--- config.mk ---
export PLATFORM = sky130hd
export DESIGN_NAME = mavlink_v1_frame_builder_top
export DESIGN_NICKNAME = d
export VERILOG_FILES = /design/src/mvl1_pkg.sv /design/src/mvl1_frame_engine.sv /design/src/mvl1_byte_serializer.sv /design/src/mavlink_v1_frame_builder_top.sv
export SDC_FILE = /design/constraint.sdc
export NUM_CORES = 1
export LEC_CHECK = 0
export ABC_AREA = 1
export BUFFER_PORTS_ARGS = -buffer_cell sky130_fd_sc_hd__buf_2
export CORE_MARGIN = 2
export CORE_UTILIZATION = 46
export DETAILED_ROUTE_END_ITERATION = 7
export PLACE_DENSITY = 0.73
export SLEW_MARGIN = 20
export SYNTH_ARGS = -nofsm -noshare
export SYNTH_HDL_FRONTEND = slang
export SYNTH_SLANG_ARGS = --single-unit
--- constraint.sdc ---
create_clock -name clk -period 11.73 [get_ports clk]
set_input_delay 0.5865 -clock clk [delete_from_list [all_inputs] [get_ports clk]]
set_output_delay 0.5865 -clock clk [all_outputs]
set_load 0.01 [all_outputs]
--- src/mvl1_pkg.sv ---
// ----------------------------------------------------------------------------
// mvl1_pkg
// Shared types, constants and the CRC-16/MCRF4XX byte update for the
// MAVLink v1 frame builder.
// ----------------------------------------------------------------------------
package mvl1_pkg;

  // Frame start marker and CRC seed
  localparam logic [7:0]  STX_BYTE = 8'hFE;
  localparam logic [15:0] CRC_INIT = 16'hFFFF;

  // Configuration register indexes
  localparam logic [1:0] REG_OUTPUT_ENABLE = 2'd0;
  localparam logic [1:0] REG_SYSTEM_ID     = 2'd1;
  localparam logic [1:0] REG_COMPONENT_ID  = 2'd2;

  // Item kinds
  localparam logic KIND_START   = 1'b0;
  localparam logic KIND_PAYLOAD = 1'b1;

  // Input item
  typedef struct packed {
    logic       kind;
    logic [7:0] message_id;
    logic [7:0] crc_extra;
    logic [7:0] payload_length;
    logic [7:0] data_byte;
  } in_item_t;

  // Result item
  typedef struct packed {
    logic [7:0] out_byte;
    logic       frame_end;
    logic       run_last;
  } out_item_t;

  // Configuration register contents
  typedef struct packed {
    logic       output_enable;
    logic [7:0] system_id;
    logic [7:0] component_id;
  } cfg_t;

  // Bytes produced by one item; element 0 goes out first
  typedef struct packed {
    logic            valid;      // at least one byte
    logic [2:0]      last;       // index of the final byte
    logic            frame_end;  // burst closes a frame
    logic [7:0][7:0] bytes;
  } burst_t;

  // Frame state visible to the top level
  typedef struct packed {
    logic       frame_open;
    logic [7:0] bytes_remaining;
  } engine_status_t;

  // One byte of CRC-16/MCRF4XX (reflected 0x1021)
  function automatic logic [15:0] crc_byte(input logic [15:0] crc, input logic [7:0] b);
    logic [7:0]  t;
    logic [15:0] tw;
    t  = b ^ crc[7:0];
    t  = t ^ {t[3:0], 4'b0000};
    tw = {8'h00, t};
    return {8'h00, crc[15:8]} ^ (tw << 8) ^ (tw << 3) ^ (tw >> 4);
  endfunction

endpackage

--- src/mvl1_frame_engine.sv ---
// ----------------------------------------------------------------------------
// mvl1_frame_engine
// Holds the frame state (sequence, running CRC, byte count, CRC extra) and
// turns one input item into its burst of output bytes in a single pass.
// ----------------------------------------------------------------------------
module mvl1_frame_engine (
  input  logic                    clk,
  input  logic                    rst_n,
  input  mvl1_pkg::cfg_t          cfg,
  input  mvl1_pkg::in_item_t      item,
  input  logic                    step,
  output mvl1_pkg::burst_t        burst,
  output mvl1_pkg::engine_status_t status
);

  logic [7:0]  seq_r, seq_nxt;
  logic [15:0] crc_r, crc_nxt;
  logic [7:0]  rem_r, rem_nxt;
  logic [7:0]  extra_r, extra_nxt;
  logic        open_r, open_nxt;

  // Header CRC chain, bytes after the start marker
  logic [15:0] c_len, c_seq, c_sys, c_comp, c_msg, c_hdr_fin;
  assign c_len     = mvl1_pkg::crc_byte(mvl1_pkg::CRC_INIT, item.payload_length);
  assign c_seq     = mvl1_pkg::crc_byte(c_len, seq_r);
  assign c_sys     = mvl1_pkg::crc_byte(c_seq, cfg.system_id);
  assign c_comp    = mvl1_pkg::crc_byte(c_sys, cfg.component_id);
  assign c_msg     = mvl1_pkg::crc_byte(c_comp, item.message_id);
  assign c_hdr_fin = mvl1_pkg::crc_byte(c_msg, item.crc_extra);

  // Payload byte CRC and its fold with the held extra byte
  logic [15:0] c_pay, c_pay_fin;
  logic [7:0]  rem_dec;
  assign c_pay     = mvl1_pkg::crc_byte(crc_r, item.data_byte);
  assign c_pay_fin = mvl1_pkg::crc_byte(c_pay, extra_r);
  assign rem_dec   = rem_r - 8'd1;

  // Burst and next state
  always_comb begin
    burst     = '0;
    seq_nxt   = seq_r;
    crc_nxt   = crc_r;
    rem_nxt   = rem_r;
    extra_nxt = extra_r;
    open_nxt  = open_r;
    if (item.kind == mvl1_pkg::KIND_START) begin
      if (cfg.output_enable) begin
        burst.valid    = 1'b1;
        burst.bytes[0] = mvl1_pkg::STX_BYTE;
        burst.bytes[1] = item.payload_length;
        burst.bytes[2] = seq_r;
        burst.bytes[3] = cfg.system_id;
        burst.bytes[4] = cfg.component_id;
        burst.bytes[5] = item.message_id;
        seq_nxt        = seq_r + 8'd1;
        extra_nxt      = item.crc_extra;
        rem_nxt        = item.payload_length;
        if (item.payload_length == 8'd0) begin
          // empty payload: CRC follows the header at once
          burst.bytes[6]  = c_hdr_fin[7:0];
          burst.bytes[7]  = c_hdr_fin[15:8];
          burst.last      = 3'd7;
          burst.frame_end = 1'b1;
          crc_nxt         = c_hdr_fin;
          open_nxt        = 1'b0;
        end else begin
          burst.last = 3'd5;
          crc_nxt    = c_msg;
          open_nxt   = 1'b1;
        end
      end else begin
        // disabled start closes any open frame
        open_nxt = 1'b0;
        rem_nxt  = 8'd0;
      end
    end else if (open_r) begin
      burst.valid    = 1'b1;
      burst.bytes[0] = item.data_byte;
      rem_nxt        = rem_dec;
      if (rem_dec == 8'd0) begin
        burst.bytes[1]  = c_pay_fin[7:0];
        burst.bytes[2]  = c_pay_fin[15:8];
        burst.last      = 3'd2;
        burst.frame_end = 1'b1;
        crc_nxt         = c_pay_fin;
        open_nxt        = 1'b0;
      end else begin
        crc_nxt = c_pay;
      end
    end
  end

  // State registers
  always_ff @(posedge clk) begin
    if (!rst_n) begin
      seq_r   <= 8'd0;
      crc_r   <= mvl1_pkg::CRC_INIT;
      rem_r   <= 8'd0;
      extra_r <= 8'd0;
      open_r  <= 1'b0;
    end else if (step) begin
      seq_r   <= seq_nxt;
      crc_r   <= crc_nxt;
      rem_r   <= rem_nxt;
      extra_r <= extra_nxt;
      open_r  <= open_nxt;
    end
  end

  assign status.frame_open      = open_r;
  assign status.bytes_remaining = rem_r;

endmodule

--- src/mvl1_byte_serializer.sv ---
// ----------------------------------------------------------------------------
// mvl1_byte_serializer
// Result register: holds one burst and shifts it out a byte per transfer.
// ----------------------------------------------------------------------------
module mvl1_byte_serializer (
  input  logic                 clk,
  input  logic                 rst_n,
  input  logic                 load,
  input  mvl1_pkg::burst_t     burst,
  output logic                 can_load,
  output logic                 out_valid,
  input  logic                 out_ready,
  output mvl1_pkg::out_item_t  out_payload
);

  logic [7:0][7:0] bytes_r;
  logic [2:0]      left_r;
  logic            end_r;
  logic            busy_r;

  logic last_byte;
  assign last_byte = (left_r == 3'd0);

  // Free now, or freed by the final transfer of this cycle
  assign can_load = !busy_r || (out_ready && last_byte);

  // Control
  always_ff @(posedge clk) begin
    if (!rst_n) begin
      busy_r <= 1'b0;
      left_r <= 3'd0;
    end else if (load) begin
      busy_r <= 1'b1;
      left_r <= burst.last;
    end else if (busy_r && out_ready) begin
      if (last_byte) begin
        busy_r <= 1'b0;
      end else begin
        left_r <= left_r - 3'd1;
      end
    end
  end

  // Byte line
  always_ff @(posedge clk) begin
    if (load) begin
      bytes_r <= burst.bytes;
      end_r   <= burst.frame_end;
    end else if (busy_r && out_ready) begin
      bytes_r <= bytes_r >> 8;
    end
  end

  assign out_valid             = busy_r;
  assign out_payload.out_byte  = bytes_r[0];
  assign out_payload.frame_end = end_r && last_byte;
  assign out_payload.run_last  = last_byte;

endmodule

--- src/mavlink_v1_frame_builder_top.sv ---
// ----------------------------------------------------------------------------
// mavlink_v1_frame_builder_top
// MAVLink v1 frame builder: header, payload pass-through and CRC-16/MCRF4XX.
//
//   channel  direction  signals
//   in_      input      in_valid, in_ready, in_payload (in_item_t)
//   out_     output     out_valid, out_ready, out_payload (out_item_t)
//   cfg_     input      cfg_valid, cfg_ready, cfg_index[1:0], cfg_data[7:0]
//
// An item waits in the input register, where its whole burst
// (0 to 8 bytes) is formed, then its bytes leave the output register one
// per transfer. Throughput is set by the output byte line; an item giving
// no bytes leaves the input register without loading it. The next burst
// is formed while the previous one drains. Synchronous active-low reset, no clearing pass.
// A stalled output holds the burst while one more item waits at the input.
// ----------------------------------------------------------------------------
module mavlink_v1_frame_builder_top (
  input  logic                clk,
  input  logic                rst_n,
  input  logic                in_valid,
  output logic                in_ready,
  input  mvl1_pkg::in_item_t  in_payload,
  output logic                out_valid,
  input  logic                out_ready,
  output mvl1_pkg::out_item_t out_payload,
  input  logic                cfg_valid,
  output logic                cfg_ready,
  input  logic [1:0]          cfg_index,
  input  logic [7:0]          cfg_data
);

  mvl1_pkg::cfg_t             cfg_r;
  mvl1_pkg::in_item_t         item_r;
  logic                       full_r;
  mvl1_pkg::burst_t           burst;
  mvl1_pkg::engine_status_t   status;
  logic                       ser_can_load;
  logic                       advance;

  // Configuration registers
  assign cfg_ready = 1'b1;

  always_ff @(posedge clk) begin
    if (!rst_n) begin
      cfg_r.output_enable <= 1'b1;
      cfg_r.system_id     <= 8'd1;
      cfg_r.component_id  <= 8'd1;
    end else if (cfg_valid) begin
      unique case (cfg_index)
        mvl1_pkg::REG_OUTPUT_ENABLE: cfg_r.output_enable <= cfg_data[0];
        mvl1_pkg::REG_SYSTEM_ID:     cfg_r.system_id     <= cfg_data;
        mvl1_pkg::REG_COMPONENT_ID:  cfg_r.component_id  <= cfg_data;
        default: ;
      endcase
    end
  end

  // Input register; item leaves once its burst fits the output side
  assign advance  = full_r && (!burst.valid || ser_can_load);
  assign in_ready = !full_r || advance;

  always_ff @(posedge clk) begin
    if (!rst_n) begin
      full_r <= 1'b0;
    end else if (in_valid && in_ready) begin
      full_r <= 1'b1;
    end else if (advance) begin
      full_r <= 1'b0;
    end
  end

  always_ff @(posedge clk) begin
    if (in_valid && in_ready) begin
      item_r <= in_payload;
    end
  end

  mvl1_frame_engine u_engine (
    .clk    (clk),
    .rst_n  (rst_n),
    .cfg    (cfg_r),
    .item   (item_r),
    .step   (advance),
    .burst  (burst),
    .status (status)
  );

  mvl1_byte_serializer u_serializer (
    .clk         (clk),
    .rst_n       (rst_n),
    .load        (advance && burst.valid),
    .burst       (burst),
    .can_load    (ser_can_load),
    .out_valid   (out_valid),
    .out_ready   (out_ready),
    .out_payload (out_payload)
  );

`ifndef SYNTHESIS
  // Frame end only on the last byte of a burst
  a_end_is_last: assert property (@(posedge clk) disable iff (!rst_n)
    out_valid && out_payload.frame_end |-> out_payload.run_last)
    else $error("frame_end on a byte that is not last of its burst");

  // A waiting item is held until it moves on
  a_item_held: assert property (@(posedge clk) disable iff (!rst_n)
    full_r && !advance |=> full_r && $stable(item_r))
    else $error("input register lost a waiting item");

  // An open frame always has bytes still to come
  a_open_count: assert property (@(posedge clk) disable iff (!rst_n)
    status.frame_open |-> status.bytes_remaining != 8'd0)
    else $error("frame open with zero bytes remaining");
`endif

endmodule
==> flow_summary.json, run 1 <==
{
  "run_status": "finished clean",
  "end_kind": "flip-flop",
  "arrival_ps": 4180,
  "grt_pass1_vias": 8448,
  "drt-vias-per-instance": 5.46,
  "rows": 54,
  "grtUsageTotal_pct": 24.2,
  "final_max_slew_viol_count": 0,
  "area_growth_pct": 10.3,
  "portBuffers": 59,
  "first_pass_iters": 5,
  "switchingPower_mw": 0.931,
  "internal-power_mw": 1.24,
  "synth_edf_count": 98,
  "diodes": 0,
  "drive_above_1_share_pct": 17.4,
  "finalSetupViolCount": 0,
  "clock_latency_ps": 440,
  "maxCapViolCount": 0,
  "route.detailed.drc": 0,
  "finalPower_mw": 2.17,
  "p_seq_share_pct": 30.2,
  "final_common_cell": "nand2_1",
  "cts_made_buffers": 17,
  "root_buffer": "clkbuf_16",
  "cts_tree": "yes",
  "ir_drop_v": 0.000101,
  "slew-limit-headroom_pct": 30.6,
  "die_width_um": 152,
  "synthArstFlopShare_pct": 0,
  "post_cts_resize_count": 0,
  "synth_area_um2": 10100,
  "max_clock_freq_ghz": 0.244,
  "htree_levels": 4,
  "synthFlopType": "edfxtp_1",
  "numClockSinks": 161,
  "clkPwrFrac_pct": 26.7,
  "fp.dieH_um": 152,
  "fin_util_pct": 51.5,
  "vias": 8976,
  "post_cts_buffers": 0,
  "ys_types": 45,
  "fin_crit_ps": 4100,
  "core_area_um2": 21700,
  "io_pins": 61,
  "start_kind": "flip-flop",
  "synth_seq_cells": 161,
  "crit_type": "flip-flop to flip-flop",
  "critPathMaxFanout": 79,
  "final_antenna_net_count": 0,
  "max_slew.worst_pin.slew_ps": 1040,
  "grt_max_degree": 80,
  "dieArea_um2": 23200,
  "grt_first_pass_wirelength_um": 44700,
  "hold_path.class": "input port to flip-flop",
  "synth_area_leader_cell": "edfxtp_1",
  "power_leakage_nw": 4.99,
  "hold_viol": 0,
  "rsz0062_at_grt": "no",
  "antenna_found_initial": 0,
  "period_share_pct": 34.9,
  "clockBufferDepth": 2,
  "fin_setup_tns_ps": 0,
  "postSynthCellCount": 1319,
  "wl_per_cell_um": 17.0,
  "synth_area_leaders": "edfxtp_1, nand2_1, dfxtp_1",
  "syn_area_per_cell_um2": 7.68,
  "path_clk_slew_ps": 70,
  "drt_wl_total_um": 28000,
  "start_util_pct": 46.7,
  "swShare_pct": 42.9,
  "p_comb_share_pct": 43.0,
  "power_density_nw_per_um2": 194,
  "final_cell_mix": "nand2_1, inv_1, nand3_1, edfxtp_1, o21ai_0",
  "num-nets-final": 1404,
  "seq_area_frac_synth_pct": 41.5,
  "holdBufCountCts": 0,
  "required_ps": 11820,
  "drt_iter0_markers": 900,
  "gp_congestion": 0.929,
  "overflow": 0,
  "synth_top_area_share_pct": 29.0,
  "synth_nets": 1372,
  "hpwl_um": 20500,
  "clock_skew_ps": 11.6,
  "yosys_warnings": 0
}
[routing by layer]
layer  up-vias  wire, µm  GRT usage [%]
met5         -         0              0
met4         0       608           7.54
met3        46      1980           3.98
met2       356     13100           40.0
met1      4153     12300           32.8
li1       4421         -              -
[power by group through the flow]
stage / registers [mW] / clock network [mW] / logic, mW
after detailed placement: 0.668 / 0 / 0.907
after global routing: 0.658 / 0.608 / 1.03
final: 0.656 / 0.580 / 0.933
after CTS: 0.655 / 0.585 / 0.915
after global placement: 0.667 / 0 / 0.897
after floorplan: 0.661 / 0 / 0.702
[flip-flops by register name, summed over array words and instances, names as in the netlist]
name / count
item_r: 33
u_serializer.end_r: 1
u_engine.extra_r: 8
u_engine.rem_r: 8
u_engine.crc_r: 16
cfg_r: 17
u_engine.seq_r: 8
full_r: 1
u_engine.open_r: 1
u_serializer.left_r: 3
u_serializer.out_valid: 1
u_serializer.out_payload: 8
u_serializer.bytes_r: 56
[per-stage QoR]
stage / hold slack, ps / cell area [µm²] / instances / setup WS, ps
6_report: 315 / 11200 / 1644 / 7630
3_3_place_gp: 471 / 10600 / 1612 / 7880
2_1_floorplan: 442 / 10100 / 1319 / 6020
4_1_cts: 306 / 11200 / 1644 / 7730
5_1_grt: 306 / 11200 / 1644 / 7410
3_5_place_dp: 477 / 10600 / 1612 / 7760
[synthesized netlist by cell type, drive strengths merged, types with 5 or more instances]
cell type and number:
clkbuf 28, ha 5, xnor2 31, o211ai 5, a2bb2oi 11, nor3 13, xor2 36, buf 22
o21ai 95, dfxtp 63, inv 144, nand2 453, nor2 33, nand3 151, edfxtp 98, a21oi 85
[worst paths after layout]
kind | to | slack, ps | from | cells past startpoint
worst min register to register | u_engine.crc_r[2]$_SDFFE_PN1P_ | 490 | u_engine.crc_r[2]$_SDFFE_PN1P_ | 2
worst max-delay path | u_serializer.bytes_r[58]$_SDFFCE_PP0P_ | 7630 | item_r[32]$_DFFE_PP_ | 10
worst max register to register | u_serializer.bytes_r[58]$_SDFFCE_PP0P_ | 7630 | item_r[32]$_DFFE_PP_ | 10
worst min-delay path | item_r[16]$_DFFE_PP_ | 320 | in_payload[16] | 1
[worst max-delay path, cell delays in order (launching register included)]
cell and delay, ps:
edfxtp_1 600, inv_1 830, nand2_1 410, nand2_1 240, nand2_1 70, nand2_1 180
inv_1 100, nand2_2 80, buf_4 650, o21ai_4 90, buf_4 410
[kinds of logic after synthesis]
logic type,after synthesis,synth area share (%)
buf+inv,196,7.84
other cells,1,0.0370
simple gates,664,31.7
fa+ha+maj,5,0.617
flops,161,41.5
xor+xnor,67,5.87
compound gates,225,12.4
[area by class of cell]
cell class | count | area (µm²)
Timing Repair Buffer | 63 | 325
Fill cell | 2066 | 10500
Multi-Input combinational cell | 962 | 5150
Clock buffer | 17 | 425
Clock inverter | 15 | 170
Inverter | 146 | 551
Sequential cell | 161 | 4200
Tap cell | 280 | 350
(Power assumes the default switching activity.)
==> run 2: changes to the inputs <==
==> constraint.sdc (replaced) <==
create_clock -name clk -period 4.1 [get_ports clk]
set_input_delay 0.205 -clock clk [delete_from_list [all_inputs] [get_ports clk]]
set_output_delay 0.205 -clock clk [all_outputs]
set_load 0.01 [all_outputs]
==> run 2 against run 1 <==
Cell area rose by 4.1%. Highest routed layer unchanged. Largest power group unchanged. Via count rose by 1.5%. Utilization grew 2.1 points. Critical endpoint is now u_serializer.bytes_r[50]$_DFFE_PP_. Critical path depth increased by 16. Clock power grew to 2.9 times the previous value. Critical path type unchanged.
==> flow_summary.json, run 2 (synthesis results as in run 1) <==
{
  "run_status": "finished clean",
  "final_cell_mix": "nand2_1, inv_1, nand3_1, edfxtp_1, o21ai_0",
  "diodes": 0,
  "io_pins": 61,
  "drt-vias-per-instance": 5.39,
  "die_width_um": 152,
  "start_util_pct": 46.7,
  "max_clock_freq_ghz": 0.269,
  "final_common_cell": "nand2_1",
  "grtUsageTotal_pct": 24.9,
  "fp.dieH_um": 152,
  "required_ps": 4330,
  "htree_levels": 4,
  "power_leakage_nw": 5.21,
  "hold_path.class": "input port to flip-flop",
  "worst_r2r_path_depth": 26,
  "first_pass_iters": 5,
  "drt_wl_total_um": 29000,
  "dieArea_um2": 23200,
  "placed_area_um2": 10700,
  "top_register": "u_serializer.bytes_r",
  "clock_latency_ps": 450,
  "rr_startpoint": "item_r[10]$_DFFE_PP_",
  "numClockSinks": 161,
  "clock_skew_ps": 14.9,
  "num-nets-final": 1451,
  "start_kind": "flip-flop",
  "wl_per_cell_um": 17.1,
  "fin_crit_ps": 3710,
  "cts_tree": "yes",
  "gp_congestion": 0.955,
  "critPathMaxFanout": 10,
  "setup.worst_path.start": "item_r[10]$_DFFE_PP_",
  "hold_viol": 0,
  "overflow": 0,
  "drt_iter0_markers": 1036,
  "hold_slack_ps": 15.8,
  "root_buffer": "clkbuf_16",
  "fin_setup_tns_ps": 0,
  "finalPower_mw": 6.26,
  "area_growth_pct": 14.8,
  "portBuffers": 59,
  "grt_pass1_vias": 8515,
  "critical_path.slowest_cell": "edfxtp_1",
  "slew-limit-headroom_pct": 39.4,
  "largest_reg_flops": 56,
  "rsz0062_at_grt": "no",
  "drive_above_1_share_pct": 17.9,
  "cts_made_buffers": 17,
  "path_clk_slew_ps": 70,
  "final_max_slew_viol_count": 0,
  "grt_first_pass_wirelength_um": 45400,
  "ir_drop_v": 0.000269,
  "arrival_ps": 3940,
  "power_density_nw_per_um2": 538,
  "maxCapViolCount": 0,
  "finalSetupViolCount": 0,
  "route.detailed.drc": 0,
  "cp_common_cell": "nand2_2",
  "final_antenna_net_count": 0,
  "rows": 54,
  "clockBufferDepth": 2,
  "slowest_delay_ps": 690,
  "crit_type": "flip-flop to flip-flop",
  "max_slew.worst_pin.slew_ps": 907,
  "hpwl_um": 21600,
  "vias": 9113,
  "period_share_pct": 90.6,
  "end_kind": "flip-flop",
  "whs_path_depth": 3,
  "hold_start": "cfg_index[1]",
  "grt_max_degree": 65,
  "design_area_um2": 11600,
  "antenna_found_initial": 0,
  "fin_util_pct": 53.7,
  "reg_top3": "u_serializer.bytes_r (56), item_r (33), cfg_r (17)",
  "core_area_um2": 21700
}
run 2: cell count changes in the layout (fill, tap and decap cells not counted), moves of 2 or more:
cell / delta
dlygate4sd3_1: +33
clkinv_8: +3
clkinvlp_4: -2
buf_4: +13
run 2: timing repair:
item,CTS,global route
setup endpoints to repair,0,2
hold endpoints to repair,33,0
resized for setup,0,0
hold buffers,33,0
setup buffers,0,4
run 2: cell type report:
cell class | instances | area [µm²]
repair buffers | 110 | 773
clock inverters | 15 | 185
clock buffers | 17 | 425
fillers | 2059 | 10100
well taps | 280 | 350
multi-input cells | 962 | 5150
inverters | 146 | 551
flip-flops and latches | 161 | 4200
run 2: final timing paths:
| check | endpoint | slack, ps |
|---|---|---|
| setup / recovery | u_serializer.bytes_r[50]$_DFFE_PP_ | 390 |
| hold / removal | cfg_r[16]$_SDFFE_PN1P_ | 20 |
| setup reg to reg | u_serializer.bytes_r[50]$_DFFE_PP_ | 390 |
| hold reg to reg | u_engine.crc_r[1]$_SDFFE_PN1P_ | 500 |
run 2: power breakdown:
group	switching [mW]	internal [mW]
clock network	0.782	0.880
logic	1.89	0.836
registers	0.0573	1.81
run 2: metal layers:
metal	part of all wire, %	GRT usage [%]	up-vias
met4	2.2	7.63	0
met1	44	33.5	4180
met3	7.6	5.92	57
li1	-	-	4515
met5	0	0	-
met2	46	40.0	361
run 2: critical path, delay by kind of cell (launching register included):
family | cells | cell delay, ps
and+or+nand+nor | 24 | 2410
DFF | 1 | 690
AOI/OAI and AO/OA | 1 | 320
buffers and inverters | 1 | 70
run 2: per-stage QoR:
| stage | cells | setup WS, ps |
|---|---|---|
| global route | 1691 | 58.8 |
| detailed placement | 1622 | 355 |
| global placement | 1622 | 325 |
| finish | 1691 | 387 |
| floorplan | 1319 | 1080 |
| CTS | 1687 | 311 |
